### src/rtl/tcfla_ram.sv
// Generic single-port-write, single-port-read RAM with registered read data.
module tcfla_ram #(
    parameter int WIDTH = 8,
    parameter int DEPTH = 256
) (
    input  logic                     i_clk,
    input  logic                     i_we,
    input  logic [$clog2(DEPTH)-1:0] i_waddr,
    input  logic [WIDTH-1:0]         i_wdata,
    input  logic                     i_re,
    input  logic [$clog2(DEPTH)-1:0] i_raddr,
    output logic [WIDTH-1:0]         o_rdata
);

    logic [WIDTH-1:0] r_mem [DEPTH];
    logic [WIDTH-1:0] r_rdata;

    // Write port
    always_ff @(posedge i_clk) begin
        if (i_we) begin
            r_mem[i_waddr] <= i_wdata;
        end
    end

    // Read port, data held when not enabled
    always_ff @(posedge i_clk) begin
        if (i_re) begin
            r_rdata <= r_mem[i_raddr];
        end
    end

    assign o_rdata = r_rdata;

endmodule

### config.mk
export PLATFORM = sky130hd
export DESIGN_NAME = tcfla_ram
export DESIGN_NICKNAME = d
export VERILOG_FILES = /design/src/rtl/tcfla_ram.sv
export SDC_FILE = /design/constraint.sdc
export NUM_CORES = 2
export LEC_CHECK = 0
export BUFFER_PORTS_ARGS = -buffer_cell sky130_fd_sc_hd__buf_2
export CORE_UTILIZATION = 40
export DETAILED_ROUTE_END_ITERATION = 7
export PLACE_DENSITY = 0.54
export SLEW_MARGIN = 0
export SYNTH_ARGS = -nofsm -noshare
export SYNTH_HDL_FRONTEND = slang
export SYNTH_SLANG_ARGS = --single-unit
### constraint.sdc
create_clock -name i_clk -period 4.9 [get_ports i_clk]
set_clock_uncertainty 0.05 [all_clocks]
set_input_delay 0.245 -clock i_clk [delete_from_list [all_inputs] [get_ports i_clk]]
set_output_delay 0.245 -clock i_clk [all_outputs]
set_load 0.005 [all_outputs]
==> results <==
- After synthesis, the share of flip-flops with an asynchronous set or reset is 0.
- The die covers 0.201 mm^2.
- In the synthesized netlist, the number of instances is about 3700.
- The run finished, with violations left.
- The worst min-delay path category is in -> reg.
- The number of global-route vias before repair is between 30000 and 40000.
- Summed over all cells, the static leakage comes to about 27 nW.
- Along the worst hold path, the cell count comes to 1.
- The total of flip-flops plus latches after synthesis is just over 2000.
- The initial antenna violation count is 8.
- Counting every net in the synthesized netlist gives 3760.
- Counting both buffers and inverters, the worst setup path holds a total of 4.
- The initialized floorplan defines 163 standard-cell rows.
- At the worst endpoint, the arrival time is 3920 ps.
- The initial utilization of the core area, before any placement, comes to 0.403.
- The largest individual stage delay along the critical path comes from the cell a221oi_1.
- The number of CTS-inserted buffers is 206.
- Hold timing on the final database bottoms out at a slack of -18.3 ps.
- In the final routed layout, each cell accounts on average for just over 30 um.
- The detailed router finished its first iteration with about 4200 violations.
- Once detailed placement completed, the half-perimeter wirelength came to 123000 um.
- The number of enable-type register cells in the synthesized netlist is around 2000.
- The final max-slew violation count is 0.
- For this run, the register share of the synthesized area comes to 0.775.
- The maximum vdd ir drop is between 300 and 400 uV.
- The startpoint of the most critical hold path is i_wdata[7].
- The actual slew at the worst max-slew pin is ~1200 ps.
- The worst hold path endpoint is r_mem[238][7].
- In this run the tool buffered the top-level ports with 34 buffer cells.
- The number of nets in the final layout is 3895.
- The worst-case clock buffer depth is 3.
- The achievable frequency is roughly 290 MHz.
- The mapped cell area is between 0.07 and 0.08 mm^2.
- The worst-case register-to-register setup slack is 1710 ps.
- The last weighted congestion value of the routability-driven placer is ~0.83.
- In the final layout, the share of cells above drive strength 1 is 0.228.
- The Yosys warning count is 0.
- The worst register-to-register path begins at r_mem[27][5].
- The number of cells on the worst reg-to-reg path is 6.
- TritonCTS built the clock tree.
- The pin count of the biggest net entering global routing is 156.
- Across the run, the number of max-cap violations was 0.
- The remaining max-slew budget at the tightest pin is 0.193.
- The H-tree generated during clock tree synthesis spans 4 levels.
- The most common cell after layout, fill and taps aside is edfxtp_1.
- The fraction of the cycle the final worst path needs is 0.703.
- The top flip-flop cell by instance count after synthesis is edfxtp_1.
- The count of endpoints failing setup in the final report is 0.
- The overall track demand over capacity in global routing is 0.206.
- The worst endpoint required time is 5380 ps.
- Power comes to around 0.037 W.
- The peak per-stage delay on the critical path is 660 ps.
- In this run the mean area of a mapped cell was approximately 21 um^2.
- The area of the placeable core is around 0.20 mm^2.
- The netlist uses 54 different library cells.
- Measured along the y axis, the die boundary spans about 450 um.
- The post-route minimum period is between 3000 and 4000 ps.
- The final-layout setup total negative slack is 0 ps.
- On the critical path the largest part of the delay comes from buffers and inverters.
- After detailed routing, the number of remaining DRC violations is 0.
- The power per cell area is about 400 mW/mm^2.
- The setup fix buffers added after clock tree synthesis is 0.
- After clock tree synthesis, the clock-pin slew on the worst setup and hold paths is 60 ps.
- The number of iterations in the first detailed-routing pass is 5.
- The area growth from synthesis to final layout is 12.6%.
- The tree is rooted in a clkbuf_16.
- The critical-path maximum fanout is 44.
- The vias per cell is 5.78.
- The endpoint kind of the worst setup timing path is a flop.
- The routed layout has 38600 vias.
- The first global-routing pass estimated between 200000 and 300000 um of wire.
- The startpoint type of the worst setup path is an input port.
- The checks that failed: hold timing.
- The routed design has just over 200000 um of wire.
- Leaving out fill and tap cells, the most frequent cells in the layout are 2056 x edfxtp_1, 454 x mux4_2, 279 x nor2_1.
- Once detail routing completed, the nets flagged for antenna violations numbered 0.
- The endpoint identified for the worst register-to-register timing path is o_rdata[5].
- Counting every sink on the clock net gives between 2000 and 2500.
- The number of hold-slack violations in the final timing report is 9.
- Walking the worst path, the cells encountered are buf_8, buf_12, buf_12, buf_4, mux4_2, a221oi_1, o32ai_1, nor3_1, nor4_1.
- Clock latency on the worst-skew pair, taken at its later pin, is between 800 and 900 ps.
- The type of the setup path with the least slack is in -> reg.
- For this design the top-level I/O count stands at 35.
- Setup repair after global routing left no endpoint under its margin.
- The most numerous cell type found on the critical path is buf_12.
- The floorplan step set the die width to between 400 and 500 um.
- Global routing finished with a remaining overflow of 0.
[worst reg2reg max path, stage by stage (launching register included)]
cell,delay [ps]
edfxtp_1,360
mux4_2,480
a22o_1,260
a221oi_1,620
o221ai_1,410
a211oi_1,640
nor4_1,100
[stage by stage]
step           std cells  hold WS (ps)   util  worst slack, ps  cell area [um^2]
2_1_floorplan       3733           294      -             2530             79600
3_3_place_gp        6294           581  0.420              485             83000
3_5_place_dp        6294           582  0.420              514             83000
4_1_cts             6678          2.11  0.454             1410             89700
5_1_grt             6678          11.9  0.454             1220             89700
6_report            6681         -18.3  0.454             1460             89700
[power by group]
part / internal (W) / switching [W] / leakage (nW) / total (W)
clock: 0.00898 / 0.00661 / 3.23 / 0.0156
sequential: 0.0194 / 0.0000243 / 18.5 / 0.0194
combinational: 0.000587 / 0.00117 / 5.70 / 0.00176
total: 0.0290 / 0.00781 / 27.4 / 0.0368
[kinds of logic (layout without fill, tap and decap cells)]
| group | after synthesis | after routing | synth area share |
|---|---|---|---|
| buffers and inverters | 235 | 540 | 0.0183 |
| DFF | 2056 | 2056 | 0.775 |
| AOI/OAI and AO/OA | 385 | 385 | 0.0342 |
| muxes | 591 | 591 | 0.146 |
| and+or+nand+nor | 466 | 466 | 0.0263 |
| other | 0 | 3 | 0 |
[per-layer routing]
layer,vias to the layer above,global-route usage,routed length [um],share of wire
met5,-,0,29,0.00014
met4,6,0.0494,4480,0.022
met3,288,0.0352,13600,0.066
met2,1419,0.328,98900,0.48
met1,20900,0.298,89800,0.43
li1,16000,-,-,-
[how the worst max path moves through the flow]
stage / from / to / slack [ps] / cells after the start
finish: i_raddr[0] / o_rdata[3] / 1460 / 9
global route: i_raddr[0] / o_rdata[3] / 1220 / 9
CTS: i_raddr[0] / o_rdata[3] / 1410 / 9
detailed placement: i_raddr[0] / o_rdata[3] / 510 / 9
global placement: i_raddr[0] / o_rdata[3] / 480 / 9
floorplan: i_raddr[0] / o_rdata[2] / 2530 / 9
[synth_stat cells (24+ instances only)]
cell type,count,area share
a21oi_1,96,0.0060
a22oi_1,133,0.013
buf_2,31,0.0019
buf_4,27,0.0025
clkbuf_1,111,0.0052
edfxtp_1,2056,0.78
mux2i_1,134,0.017
mux4_2,454,0.13
nand2_1,33,0.0016
nand3_1,34,0.0021
nor2_1,282,0.013
nor2b_1,31,0.0024
nor4_1,24,0.0019
o221ai_1,46,0.0051
o22ai_1,28,0.0022
[registers in the layout (all words and copies together) (netlist names)]
| signal | cells |
|---|---|
| r_mem | 2048 |
| o_rdata | 8 |
[layout make-up]
class | instances | area [um^2]
repair buffers | 160 | 1550
inverters | 2 | 7.51
diodes | 3 | 7.51
flip-flops and latches | 2056 | 61700
well taps | 2640 | 3300
multi-input cells | 1442 | 16500
fillers | 16600 | 108000
clock buffers | 246 | 5370
clock inverters | 132 | 1230
[repair_timing]
action | CTS | global route
hold endpoints to repair | 289 | 0
resized for setup | 0 | 0
hold buffers | 6 | 0
Note: power is estimated with default switching activity, not from simulation.
